--- config.mk ---
export PLATFORM = sky130hd
export DESIGN_NAME = differential_step_odometry_unit
export DESIGN_NICKNAME = d
export VERILOG_FILES = /design/src/hw/rtl/dso_pkg.sv /design/src/hw/rtl/dso_ctrl.sv /design/src/hw/rtl/dso_dp.sv /design/src/hw/rtl/differential_step_odometry_unit.sv
export SDC_FILE = /design/constraint.sdc
export NUM_CORES = 2
export LEC_CHECK = 0
export BUFFER_PORTS_ARGS = -buffer_cell sky130_fd_sc_hd__buf_2
export CORE_MARGIN = 5
export CORE_UTILIZATION = 48
export DETAILED_ROUTE_END_ITERATION = 10
export HOLD_SLACK_MARGIN = 0.05
export PLACE_DENSITY_LB_ADDON = 0.08
export SETUP_SLACK_MARGIN = 0.5
export SKIP_LAST_GASP = 1
export SYNTH_ARGS = -nofsm -noshare
export SYNTH_HDL_FRONTEND = slang
export SYNTH_SLANG_ARGS = --single-unit
--- constraint.sdc ---
create_clock -name aclk -period 25.2 [get_ports aclk]
set_input_delay 1.26 -clock aclk [delete_from_list [all_inputs] [get_ports aclk]]
set_output_delay 1.26 -clock aclk [all_outputs]
set_load 0.1 [all_outputs]
--- src/hw/rtl/dso_pkg.sv ---
package dso_pkg;

    // fixed widths of the payload and the state
    localparam int POSITION_WIDTH = 48;
    localparam int HEADING_WIDTH  = 25;
    localparam int SCALE_WIDTH    = 24;
    localparam int STEP_WIDTH     = 16;

    // angle constants, Q9.16 degrees
    localparam logic [HEADING_WIDTH-1:0] FULL_TURN    = 25'd23592960;
    localparam logic [HEADING_WIDTH-1:0] QUARTER_TURN = 25'd5898240;

    // cordic gain 0.60725293 in Q3.30
    localparam logic signed [33:0] CORDIC_GAIN = 34'sd652032874;
    localparam int ATAN_DEPTH = 24;

    // turn delta reduction: shift-subtract steps
    localparam int MOD_STEPS = 8;

    // configuration register indexes
    localparam logic REG_RIGHT_SCALE = 1'b0;
    localparam logic REG_LEFT_SCALE  = 1'b1;

    // reset values of the scale registers
    localparam logic [SCALE_WIDTH-1:0] RIGHT_SCALE_RESET = 24'd1243780;
    localparam logic [SCALE_WIDTH-1:0] LEFT_SCALE_RESET  = 24'd1213786;

    // movement kinds
    localparam logic [1:0] CMD_NONE     = 2'd0;
    localparam logic [1:0] CMD_STRAIGHT = 2'd1;
    localparam logic [1:0] CMD_TURN     = 2'd2;

    // atan(2^-i) in Q.24 degrees
    localparam logic [31:0] ATAN_DEG [ATAN_DEPTH] = '{
        32'd754974720, 32'd445687602, 32'd235489088, 32'd119537938,
        32'd60000934,  32'd30029717,  32'd15018523,  32'd7509720,
        32'd3754917,   32'd1877466,   32'd938734,    32'd469367,
        32'd234684,    32'd117342,    32'd58671,     32'd29335,
        32'd14668,     32'd7334,      32'd3667,      32'd1833,
        32'd917,       32'd458,       32'd229,       32'd115
    };

    typedef struct packed {
        logic [1:0]                   cmd;
        logic signed [STEP_WIDTH-1:0] lstep_cnt;
        logic signed [STEP_WIDTH-1:0] rstep_cnt;
    } in_beat_t;

    typedef struct packed {
        logic signed [POSITION_WIDTH-1:0] pos_x;
        logic signed [POSITION_WIDTH-1:0] pos_y;
        logic [HEADING_WIDTH-1:0]         heading;
    } out_beat_t;

    // controller to datapath commands
    typedef struct packed {
        logic load;
        logic cordic_step;
        logic mul_x;
        logic mul_y;
        logic add_y;
        logic turn_mul;
        logic turn_rnd;
        logic mod_step;
        logic turn_add;
        logic out_load;
    } dp_cmd_t;

    // datapath to controller status
    typedef struct packed {
        logic is_straight;
        logic is_turn;
        logic cordic_last;
        logic mod_last;
    } dp_stat_t;

endpackage

--- src/hw/rtl/dso_ctrl.sv ---
module dso_ctrl (
    input  logic             aclk,
    input  logic             aresetn,
    input  logic             s_valid,
    output logic             s_ready,
    output logic             m_valid,
    input  logic             m_ready,
    input  dso_pkg::dp_stat_t stat,
    output dso_pkg::dp_cmd_t  cmd
);

    typedef enum logic [9:0] {
        S_IDLE     = 10'b00_0000_0001,
        S_CORDIC   = 10'b00_0000_0010,
        S_MUL_X    = 10'b00_0000_0100,
        S_MUL_Y    = 10'b00_0000_1000,
        S_ADD_Y    = 10'b00_0001_0000,
        S_TURN_MUL = 10'b00_0010_0000,
        S_TURN_RND = 10'b00_0100_0000,
        S_TURN_MOD = 10'b00_1000_0000,
        S_TURN_ADD = 10'b01_0000_0000,
        S_FINISH   = 10'b10_0000_0000
    } state_t;

    state_t state_reg, state_next;
    logic   m_valid_reg, m_valid_next;
    logic   out_free;

    assign s_ready  = (state_reg == S_IDLE);
    assign m_valid  = m_valid_reg;
    assign out_free = !m_valid_reg || m_ready;

    // next state and commands
    always_comb begin
        state_next = state_reg;
        cmd        = '0;
        case (state_reg)
            S_IDLE: begin
                if (s_valid) begin
                    cmd.load = 1'b1;
                    if (stat.is_straight) begin
                        state_next = S_CORDIC;
                    end else if (stat.is_turn) begin
                        state_next = S_TURN_MUL;
                    end else begin
                        state_next = S_FINISH;
                    end
                end
            end
            S_CORDIC: begin
                cmd.cordic_step = 1'b1;
                if (stat.cordic_last) begin
                    state_next = S_MUL_X;
                end
            end
            S_MUL_X: begin
                cmd.mul_x  = 1'b1;
                state_next = S_MUL_Y;
            end
            S_MUL_Y: begin
                cmd.mul_y  = 1'b1;
                state_next = S_ADD_Y;
            end
            S_ADD_Y: begin
                cmd.add_y  = 1'b1;
                state_next = S_FINISH;
            end
            S_TURN_MUL: begin
                cmd.turn_mul = 1'b1;
                state_next   = S_TURN_RND;
            end
            S_TURN_RND: begin
                cmd.turn_rnd = 1'b1;
                state_next   = S_TURN_MOD;
            end
            S_TURN_MOD: begin
                cmd.mod_step = 1'b1;
                if (stat.mod_last) begin
                    state_next = S_TURN_ADD;
                end
            end
            S_TURN_ADD: begin
                cmd.turn_add = 1'b1;
                state_next   = S_FINISH;
            end
            S_FINISH: begin
                if (out_free) begin
                    cmd.out_load = 1'b1;
                    state_next   = S_IDLE;
                end
            end
            default: begin
                state_next = S_IDLE;
            end
        endcase
    end

    // result beat valid
    always_comb begin
        m_valid_next = m_valid_reg;
        if (cmd.out_load) begin
            m_valid_next = 1'b1;
        end else if (m_ready) begin
            m_valid_next = 1'b0;
        end
    end

    always_ff @(posedge aclk) begin
        if (!aresetn) begin
            state_reg   <= S_IDLE;
            m_valid_reg <= 1'b0;
        end else begin
            state_reg   <= state_next;
            m_valid_reg <= m_valid_next;
        end
    end

endmodule

--- src/hw/rtl/dso_dp.sv ---
module dso_dp #(
    parameter int CORDIC_ITERATIONS = 16
) (
    input  logic                                 aclk,
    input  logic                                 aresetn,
    input  dso_pkg::in_beat_t                    s_data,
    output dso_pkg::out_beat_t                   m_data,
    input  logic                                 cfg_we,
    input  logic                                 cfg_index,
    input  logic [dso_pkg::SCALE_WIDTH-1:0]      cfg_wdata,
    input  dso_pkg::dp_cmd_t                     cmd,
    output dso_pkg::dp_stat_t                    stat
);

    localparam int IW  = (CORDIC_ITERATIONS > 1) ? $clog2(CORDIC_ITERATIONS) : 1;
    localparam int PW  = dso_pkg::POSITION_WIDTH;
    localparam int HW  = dso_pkg::HEADING_WIDTH;
    localparam int DW  = 38;
    localparam int SW  = ((PW > DW) ? PW : DW) + 1;
    localparam int MW  = 52;
    localparam int STEPW = dso_pkg::STEP_WIDTH;
    localparam logic signed [SW-1:0] PMAX = SW'((64'd1 << (PW - 1)) - 64'd1);
    localparam logic signed [SW-1:0] PMIN = -PMAX - SW'(1);

    logic [dso_pkg::SCALE_WIDTH-1:0] rscale_reg, lscale_reg;
    logic signed [PW-1:0]  xpos_reg, ypos_reg;
    logic [HW-1:0]         head_reg;
    logic signed [STEPW-1:0] left_reg;
    logic [STEPW-1:0]      mag_reg;
    logic                  dneg_reg;
    logic signed [33:0]    cx_reg, cy_reg, cz_reg;
    logic                  flip_reg;
    logic [IW-1:0]         iter_reg;
    logic signed [MW-1:0]  prod_reg;
    logic [31:0]           rem_reg;
    logic [2:0]            k_reg;
    dso_pkg::out_beat_t    out_reg;

    // status to the controller
    assign stat.is_straight = (s_data.cmd == dso_pkg::CMD_STRAIGHT);
    assign stat.is_turn     = (s_data.cmd == dso_pkg::CMD_TURN);
    assign stat.cordic_last = (iter_reg == IW'(CORDIC_ITERATIONS - 1));
    assign stat.mod_last    = (k_reg == 3'd0);
    assign m_data           = out_reg;

    // step difference and its magnitude
    logic signed [STEPW:0] diff;
    logic [STEPW:0]        diff_abs;
    assign diff     = (STEPW+1)'(s_data.rstep_cnt) - (STEPW+1)'(s_data.lstep_cnt);
    assign diff_abs = diff[STEPW] ? (STEPW+1)'(-diff) : (STEPW+1)'(diff);

    // quadrant reduction of the heading into [-90, 90)
    logic signed [25:0] zred;
    logic               zflip;
    always_comb begin
        zflip = 1'b0;
        if (head_reg < dso_pkg::QUARTER_TURN) begin
            zred = 26'(head_reg);
        end else if ({1'b0, head_reg} < 26'(3) * {1'b0, dso_pkg::QUARTER_TURN}) begin
            zred  = 26'(head_reg) - 26'({dso_pkg::QUARTER_TURN, 1'b0});
            zflip = 1'b1;
        end else begin
            zred = 26'(head_reg) - 26'(dso_pkg::FULL_TURN);
        end
    end

    // one cordic rotation
    logic signed [33:0] xsh, ysh, atan_v;
    assign xsh    = cx_reg >>> iter_reg;
    assign ysh    = cy_reg >>> iter_reg;
    assign atan_v = 34'(dso_pkg::ATAN_DEG[5'(iter_reg)]);

    // shared multiplier operands
    logic signed [33:0] mul_a;
    logic signed [17:0] mul_b;
    logic signed [MW-1:0] mul_p;
    always_comb begin
        if (cmd.turn_mul) begin
            mul_a = 34'({10'd0, dso_pkg::SCALE_WIDTH'(dneg_reg ? lscale_reg : rscale_reg)});
            mul_b = 18'({2'b00, mag_reg});
        end else if (cmd.mul_x) begin
            mul_a = flip_reg ? -cx_reg : cx_reg;
            mul_b = 18'(left_reg);
        end else begin
            mul_a = flip_reg ? -cy_reg : cy_reg;
            mul_b = 18'(left_reg);
        end
        mul_p = MW'(mul_a) * MW'(mul_b);
    end

    // rounded position delta and saturating add
    logic signed [MW-1:0] prnd;
    logic signed [SW-1:0] pdelta, psum, pbase;
    logic signed [PW-1:0] psat;
    assign prnd   = (prod_reg + MW'(8192)) >>> 14;
    assign pdelta = SW'(prnd);
    assign pbase  = cmd.mul_y ? SW'(xpos_reg) : SW'(ypos_reg);
    assign psum   = pbase + pdelta;
    always_comb begin
        if (psum > PMAX) begin
            psat = PW'(PMAX);
        end else if (psum < PMIN) begin
            psat = PW'(PMIN);
        end else begin
            psat = PW'(psum);
        end
    end

    // modulo reduction of the turn delta
    logic [32:0] mod_sub;
    assign mod_sub = 33'(dso_pkg::FULL_TURN) << k_reg;

    // heading update
    logic [HW:0] hsum;
    logic [HW-1:0] hnew;
    always_comb begin
        if (dneg_reg) begin
            hsum = {1'b0, head_reg} - (HW+1)'(rem_reg);
            hnew = hsum[HW] ? HW'(hsum + (HW+1)'(dso_pkg::FULL_TURN)) : HW'(hsum);
        end else begin
            hsum = {1'b0, head_reg} + (HW+1)'(rem_reg);
            hnew = (hsum >= (HW+1)'(dso_pkg::FULL_TURN)) ?
                   HW'(hsum - (HW+1)'(dso_pkg::FULL_TURN)) : HW'(hsum);
        end
    end

    // configuration registers and state
    always_ff @(posedge aclk) begin
        if (!aresetn) begin
            rscale_reg <= dso_pkg::RIGHT_SCALE_RESET;
            lscale_reg <= dso_pkg::LEFT_SCALE_RESET;
            xpos_reg   <= '0;
            ypos_reg   <= '0;
            head_reg   <= '0;
        end else begin
            if (cfg_we) begin
                case (cfg_index)
                    dso_pkg::REG_RIGHT_SCALE: rscale_reg <= cfg_wdata;
                    dso_pkg::REG_LEFT_SCALE:  lscale_reg <= cfg_wdata;
                    default: ;
                endcase
            end
            if (cmd.mul_y) begin
                xpos_reg <= psat;
            end
            if (cmd.add_y) begin
                ypos_reg <= psat;
            end
            if (cmd.turn_add) begin
                head_reg <= hnew;
            end
        end
    end

    // working registers
    always_ff @(posedge aclk) begin
        if (cmd.load) begin
            left_reg <= s_data.lstep_cnt;
            mag_reg  <= STEPW'(diff_abs);
            dneg_reg <= diff[STEPW];
            cx_reg   <= dso_pkg::CORDIC_GAIN;
            cy_reg   <= '0;
            cz_reg   <= 34'(zred) <<< 8;
            flip_reg <= zflip;
            iter_reg <= '0;
        end
        if (cmd.cordic_step) begin
            if (!cz_reg[33]) begin
                cx_reg <= cx_reg - ysh;
                cy_reg <= cy_reg + xsh;
                cz_reg <= cz_reg - atan_v;
            end else begin
                cx_reg <= cx_reg + ysh;
                cy_reg <= cy_reg - xsh;
                cz_reg <= cz_reg + atan_v;
            end
            iter_reg <= iter_reg + IW'(1);
        end
        if (cmd.mul_x || cmd.mul_y || cmd.turn_mul) begin
            prod_reg <= mul_p;
        end
        if (cmd.turn_rnd) begin
            rem_reg <= 32'((prod_reg + MW'(128)) >>> 8);
            k_reg   <= 3'(dso_pkg::MOD_STEPS - 1);
        end
        if (cmd.mod_step) begin
            if ({1'b0, rem_reg} >= mod_sub) begin
                rem_reg <= 32'({1'b0, rem_reg} - mod_sub);
            end
            k_reg <= k_reg - 3'd1;
        end
        if (cmd.out_load) begin
            out_reg.pos_x   <= xpos_reg;
            out_reg.pos_y   <= ypos_reg;
            out_reg.heading <= head_reg;
        end
    end

endmodule

--- src/hw/rtl/differential_step_odometry_unit.sv ---
// Dead-reckoning odometry for a two-wheel stepper robot. Each input beat reports one finished
// movement (none, straight or turn) with the signed left and right step counts; one result beat
// returns x and y (signed Q31.16 steps, saturating) and the heading (Q9.16 degrees in [0, 360)).
// Items are handled one at a time. A straight move runs the iterative CORDIC, one rotation per
// cycle, followed by one shared multiplier used for x then y. A turn runs one multiply, rounds,
// then runs an 8-step shift-subtract reduction of the heading change modulo 360 degrees. Other
// kinds go straight to the result. A result waiting in the output register holds the next
// item only in its final cycle. The two turn scales are written through cfg_we / cfg_index /
// cfg_wdata; the user must write them only while idle, which the block does not enforce.
module differential_step_odometry_unit #(
    parameter int CORDIC_ITERATIONS = 16
) (
    input  logic                            aclk,
    input  logic                            aresetn,
    input  logic                            s_valid,
    output logic                            s_ready,
    input  dso_pkg::in_beat_t               s_data,
    output logic                            m_valid,
    input  logic                            m_ready,
    output dso_pkg::out_beat_t              m_data,
    input  logic                            cfg_we,
    input  logic                            cfg_index,
    input  logic [dso_pkg::SCALE_WIDTH-1:0] cfg_wdata
);

    dso_pkg::dp_cmd_t  dp_cmd;
    dso_pkg::dp_stat_t dp_stat;

    // sequencing
    dso_ctrl u_ctrl (
        .aclk    (aclk),
        .aresetn (aresetn),
        .s_valid (s_valid),
        .s_ready (s_ready),
        .m_valid (m_valid),
        .m_ready (m_ready),
        .stat    (dp_stat),
        .cmd     (dp_cmd)
    );

    // arithmetic and state
    dso_dp #(
        .CORDIC_ITERATIONS (CORDIC_ITERATIONS)
    ) u_dp (
        .aclk      (aclk),
        .aresetn   (aresetn),
        .s_data    (s_data),
        .m_data    (m_data),
        .cfg_we    (cfg_we),
        .cfg_index (cfg_index),
        .cfg_wdata (cfg_wdata),
        .cmd       (dp_cmd),
        .stat      (dp_stat)
    );

`ifndef SYNTH
    // the heading in a result is always wrapped
    a_heading_wrapped: assert property (@(posedge aclk) disable iff (!aresetn)
        m_valid |-> (m_data.heading < dso_pkg::FULL_TURN))
        else $error("heading out of range");

    // one item at a time: no accept right after an accept
    a_one_item: assert property (@(posedge aclk) disable iff (!aresetn)
        (s_valid && s_ready) |=> !s_ready)
        else $error("accepted while busy");
`endif

endmodule
**After elaboration in Yosys (flattened, before gate mapping)**

Memory sizes are Yosys's and may differ from the RTL's.
Cells that the tools add are included.

- Add/subtract/negate cells: 22
- Multipliers: 1
- $lt $le $gt $ge: 7
- Equal/unequal tests: 17
- Shift operators: 3
- Mux-type cells: 55
- Bitwise logic cells: 2
- Reductions and logical operators: 12

Operators by type and width:

| cell | count |
|---|---|
| two-way mux 34 bit | 13 |
| two-way mux 32 bit | 5 |
| two-way mux 48 bit | 2 |
| case mux 10 bit (9 select lines) | 1 |
| two-way mux 25 bit | 3 |
| adder 34 bit | 2 |
| negation 34 bit | 2 |
| >>> shifter 34 x 4 -> 34 bit | 2 |
| subtractor 34 bit | 2 |
| two-way mux 10 bit | 6 |
| adder 52 x 15 -> 52 bit (second input constant) | 1 |
| multiplier 34 x 18 -> 52 bit | 1 |
| two-way mux 26 bit | 2 |
| adder 49 x 38 -> 49 bit | 1 |
| greater-than comparator 49 x 48 -> 1 bit (second input constant) | 1 |
| less-than comparator 49 x 48 -> 1 bit (second input constant) | 1 |
| two-way mux 49 bit | 1 |
| adder 40 x 9 -> 40 bit (second input constant) | 1 |
| adder 34 x 33 -> 34 bit | 1 |
| subtractor 34 x 33 -> 34 bit | 1 |
| >= comparator 32 x 33 -> 1 bit | 1 |
| left shift 25 x 3 -> 33 bit (first input constant) | 1 |
| subtractor 32 bit | 1 |
| adder 25 x 26 -> 26 bit | 1 |
| 43 further kinds | 66 |

- Flip-flop bits (word level): 528
- Memory bits (read-only): 1024
- Input bits: 64
- Output and inout port bits: 123
- Word-level logic and storage cells: 141
- Memories: 1

Memories:

| name | words | bits a word | rd ports | clocked after Yosys merged registers in | write ports | RTL line | source |
|---|---|---|---|---|---|---|---|
| (no name shown) | 32 | 32 | 1 | 0 | 0 | dso_dp.sv:71 | `assign atan_v = 34'(dso_pkg::ATAN_DEG[5'(iter_reg)]);` |

**Depth between registers and ports, before layout**

- Depth after elaboration: 7
- Gate-level depth with buffers: 39
- Mapped depth without buffers: 37

**Cells and area by module**

A second synthesis with hierarchy kept.

- Cells, all modules: 6786
- Area total of the unflattened synthesis: 60329.1 um^2

Modules (own cells, without submodules):

| module | instances | cells each | area an instance (um^2) | seq. area each (um^2) |
|---|---|---|---|---|
| dso_dp | 1 | 6698 | 59599.7 | 13332.8 |
| dso_ctrl | 1 | 88 | 729.4 | 220.2 |

**Worst setup path before layout**

OpenSTA, ideal clock, no wires.

- Kind: flip-flop to flip-flop
- From: register u_dp.cx_reg[18]
- To: register u_dp.prod_reg[51], data pin
- Library setup time: 0.258 ns
- Arrival time: 8.702 ns
- Data required time: 24.942 ns
- Path slack: 16.240 ns
- Stages on the path, launching flop included: 31
- Buffers on the path: 1
- Period minus slack after synthesis: 8.960 ns
- Cells stage by stage: edfxtp_1 or4_1 or3_1 or3_1 nor3_1 nand2b_1 o21ai_0 xnor2_1 nor2_1 a211oi_1 clkbuf_1 nand2_1 fa_1 fa_1 fa_1 inv_1 fa_1 fa_1 inv_1 fa_1 inv_1 ha_1 nor2b_1 o21ai_0 nand2b_1 a211o_1 o41a_4 a31o_2 a221o_1 a21oi_2 xnor2_1

- Word-level cells in the longest chain between the ends: 5

RTL lines:

| element | RTL line | source |
|---|---|---|
| from (decl) | dso_dp.sv:31 | `logic signed [33:0] cx_reg, cy_reg, cz_reg;` |
| from (signal assigned) | dso_dp.sv:161 | `cx_reg <= dso_pkg::CORDIC_GAIN;` |
| from (signal assigned) | dso_dp.sv:169 | `cx_reg <= cx_reg - ysh;` |
| from (signal assigned) | dso_dp.sv:173 | `cx_reg <= cx_reg + ysh;` |
| negation 34 bit | dso_dp.sv:82 | `mul_a = flip_reg ? -cx_reg : cx_reg;` |
| two-way mux 34 bit * | dso_dp.sv:82 |  |
| two-way mux 34 bit * | dso_dp.sv:81 | `end else if (cmd.mul_x) begin` |
| two-way mux 34 bit * | dso_dp.sv:78 | `if (cmd.turn_mul) begin` |
| multiplier 34 x 18 -> 52 bit * | dso_dp.sv:88 | `mul_p = MW'(mul_a) * MW'(mul_b);` |
| net u_dp.mul_p[51] | dso_dp.sv:76 | `logic signed [MW-1:0] mul_p;` |
| to (signal assigned) | dso_dp.sv:180 | `prod_reg <= mul_p;` |
| to (decl) | dso_dp.sv:34 | `logic signed [MW-1:0] prod_reg;` |

The timed path passes the listed nets; every way through them passes the cells marked *.
A chain may end at the register's enable or synchronous reset.

**Worst setup path in the final report**

- From: register u_ctrl.state_reg[3]
- To: register u_dp.prod_reg[51], data pin

- Word-level cells in the longest chain between the ends: 5
- Elaborated cells on any way between the ends: 8
- Those cells by class: 1 x mul; 2 x eq/ne; 5 x mux

RTL lines:

| element | RTL line | source |
|---|---|---|
| from (decl) | dso_ctrl.sv:25 | `state_t state_reg, state_next;` |
| from (signal assigned) | dso_ctrl.sv:113 | `state_reg <= state_next;` |
| equality test 10 x 3 -> 1 bit | dso_ctrl.sv:37 | `case (state_reg)` |
| two-way mux 1 bit | dso_ctrl.sv:37 |  |
| two-way mux 34 bit | dso_dp.sv:81 |  |
| two-way mux 34 bit | dso_dp.sv:78 |  |
| multiplier 34 x 18 -> 52 bit * | dso_dp.sv:88 |  |
| net u_dp.mul_p[51] | dso_dp.sv:76 |  |

Marks and branches as above.

==> metrics.md <==
| Metric | Value |
|---|---|
| Worst setup path class | `reg -> reg` |
| Total GRT Usage | `0.2900` |
| Synth Area in Compound Gates | `0.1351` |
| Cell mode on critical path | `fa_1` |
| Post-Route WL | `194000 um` |
| Worst path max stage delay | `940 ps` |
| Status | `complete, but fails checks` |
| Final Hold Viols | `0` |
| Hold_ws | `450.0 ps` |
| CTS tree | `done` |
| Failing checks | `capacitance limit` |
| Filler instances | `11840` |
| Synth Area in Adders | `0.2740` |
| Synth cell types | `105` |
| Die area | `133200 um2` |
| Tcrit/Tclk final | `0.4171` |
| Arrival @ worst endpoint | `10950 ps` |
| # Max-Cap Violations | `1` |
| Largest net degree at the start of global routing | `93` |
| Port Buffers | `186` |
| Mux contribution to synthesized area | `0.06320` |
| Largest family of logic cells by synthesized area | `adder cells` |
| Hold Path Class | `reg -> reg` |
| Post-synth EDFFs | `312` |
| First drt pass iteration count | `6` |
| Setup TNS | `0 ps` |
| Slew headroom | `0.01347` |
| CP max-delay cell | `o21ai_0` |
| Die width | `364.9 um` |
| Via/cell ratio | `5.834` |
| CTS H-Tree Depth | `2` |
| Worst slew pin tran | `1480 ps` |
| Startpoint types | `register` |
| Design Area, Final | `65040 um2` |
| DP Wirelength | `152800 um` |
| Crit path capture type | `register` |
| Initial core utilization | `0.4821` |
| Vias | `50300` |
| Cell Area, Placed | `62930 um2` |
| Post-synthesis sequential area ratio | `0.2241` |
| Largest register FFs | `121` |
| Routability cong. | `0.9732` |
| Io pins | `187` |
| Yosys reg bits | `521` |
| Mapped cell area | `60460 um2` |
| Syn_nets | `7937` |
| Starting DRT DRC Count | `4657` |
| Core Util, Final | `0.5186` |
| Fmax | `95.15 MHz` |
| Final min period | `10510 ps` |
| Max-slew violations | `0` |
| Synthesis-to-finish area growth | `7.565%` |
| Row count | `130` |
| Yosys warnings | `0` |
| Core area | `125400 um2` |
| GRT Max-Usage Layer | `met2` |
| Hold buffer count at cts | `0` |
| Synthesized-area fraction occupied by and/or/nand/nor cells | `0.1695` |
| Cells after Synth | `6905` |
| RSZ-0062 raised after global routing | `false` |
| CTS root buf | `clkbuf_16` |
| Clk pin slew, worst setup/hold paths | `70 ps` |
| Worst Path Required | `25640 ps` |
| Number of global-route vias before repair | `49160` |
| Worst-path fanout max | `59` |
| Clock buffer depth | `3` |
| Synthesized area per cell | `8.757 um2` |
| Overflow left after global routing | `0` |
| Top FF cell, synth | `edfxtp_1` |
| Final ANT Viol Nets | `0` |
| Share of post-route cells with drive strength above 1 | `0.08795` |
| Met3 Track Usage GR | `0.05064` |
| Clk_lat worst skew | `690 ps` |
| Post-CTS Setup Inserts | `0` |
| XOR/XNOR Fraction of Synth Area | `0.06011` |
| Avg WL per Cell | `22.50 um` |
| DRC violations left | `0` |
| Nets@finish | `7951` |
| Synth async-reset ratio | `0` |
| Final setup skew | `28.27 ps` |
| Finish-stage setup viols | `0` |
| Chip Height | `364.9 um` |
| Sink Count | `521` |
| Antenna violations before repair | `8` |
| Cts repair resizes | `0` |
| GRT met1 Usage | `0.4070` |
| First-pass GRT wire length | `299300 um` |
| Met2 Track Usage GR | `0.4577` |
| CTS Buf Count | `60` |
[placed cells by master, fill, tap and decap left out, types with 18 or more instances in the layout]
cell type,instances
clkbuf_16,68
nor4_1,18
a211oi_1,47
buf_2,187
a21oi_1,397
nor2b_1,55
a21o_1,130
buf_4,79
o21ai_0,312
and3_1,43
nor3_1,99
dfxtp_1,209
o31ai_1,45
xor2_1,170
nand2_1,921
o21bai_1,38
o21ai_1,29
nand4_1,47
inv_1,853
or3_1,51
xnor2_1,245
nand2b_1,61
mux4_2,91
mux2_2,70
nand3_1,135
edfxtp_1,312
o21a_1,54
a31oi_1,58
or4_1,18
and2_1,92
fa_1,591
nor2_1,621
ha_1,377
mux2i_1,71
o211ai_1,33
[logic make-up after synthesis]
group                      Yosys count
adders and majority gates          970
and+or+nand+nor                   2266
xor gates and xnor gates           415
buffers and inverters             1174
DFF                                521
muxes                              249
AOI/OAI and AO/OA                 1310
[cell type report]
type / instances / area, um2 / share of cell area
tap: 1650 / 2064 / 0.03174
clock buffer: 80 / 1797 / 0.02763
inverter: 860 / 3228 / 0.04963
sequential: 521 / 13550 / 0.2084
clock inverter: 33 / 306.5 / 0.004713
multi-input combinational: 5210 / 42560 / 0.6543
antenna: 2 / 5.005 / 0.00007695
timing repair buffer: 266 / 1529 / 0.02351
[path summary, 6_finish.rpt]
| check | start | endpoint | slack [ps] | cells after the start |
|---|---|---|---|---|
| setup / recovery | u_ctrl.state_reg[3] | u_dp.prod_reg[51] | 14690 | 31 |
| hold / removal | u_dp.ypos_reg[3] | u_dp.m_data[28] | 450 | 0 |
| setup reg to reg | u_ctrl.state_reg[3] | u_dp.prod_reg[51] | 14690 | 31 |
| hold reg to reg | u_dp.ypos_reg[3] | u_dp.m_data[28] | 450 | 0 |
[metrics by stage]
stage / setup WS [ps] / cells
6_report: 14690 / 8622
3_3_place_gp: 14940 / 8506
4_1_cts: 14790 / 8620
2_1_floorplan: 16240 / 6905
5_1_grt: 14240 / 8620
3_5_place_dp: 14810 / 8507
[worst max-delay path, delay by kind of cell (launching register included)]
kind	cells	cell delay (ps)
xor+xnor	1	80
compound gates	12	3580
buf+inv	6	1010
flops	1	410
fa+ha+maj	7	3420
simple gates	5	1730
[cells in the mapped netlist (all sizes together), types with 8 or more instances]
cell	n	area [um2]
a211o	12	105.1
a211oi	48	360.4
a21boi	8	63.81
a21o	130	975.9
a21oi	399	2001
a221oi	11	96.34
a31o	8	70.07
a31oi	59	375.4
and2	96	605.6
and3	44	280.3
and4	10	87.58
buf	59	289.0
clkbuf	255	957.2
dfxtp	209	4184
edfxtp	312	9369
fa	591	11830
ha	377	4717
inv	856	3213
mux2	74	833.3
mux2i	78	780.8
mux4	97	2207
nand2	925	3472
nand2b	61	381.6
nand3	139	705.7
nand3b	9	67.56
nand4	48	315.3
nor2	625	2356
nor2b	57	356.6
nor3	104	564.3
nor3b	18	135.1
nor4	18	112.6
o211ai	34	260.3
o21a	54	405.4
o21ai	342	1712
o21bai	38	285.3
o22ai	12	75.07
o311ai	19	166.4
o31ai	46	359.1
o41ai	9	78.83
or2	20	125.1
or3	51	319.1
or4	19	146.4
xnor2	245	2146
xor2	170	1489
[per-layer routing]
metal	part of all wire	wire, um
met5	0.00012	23
met4	0.040	7715
met3	0.081	15690
met2	0.44	85750
met1	0.44	84840
Power is not shown: default switching activity piles up to over one toggle a cycle in this logic, so the estimate is an artifact.
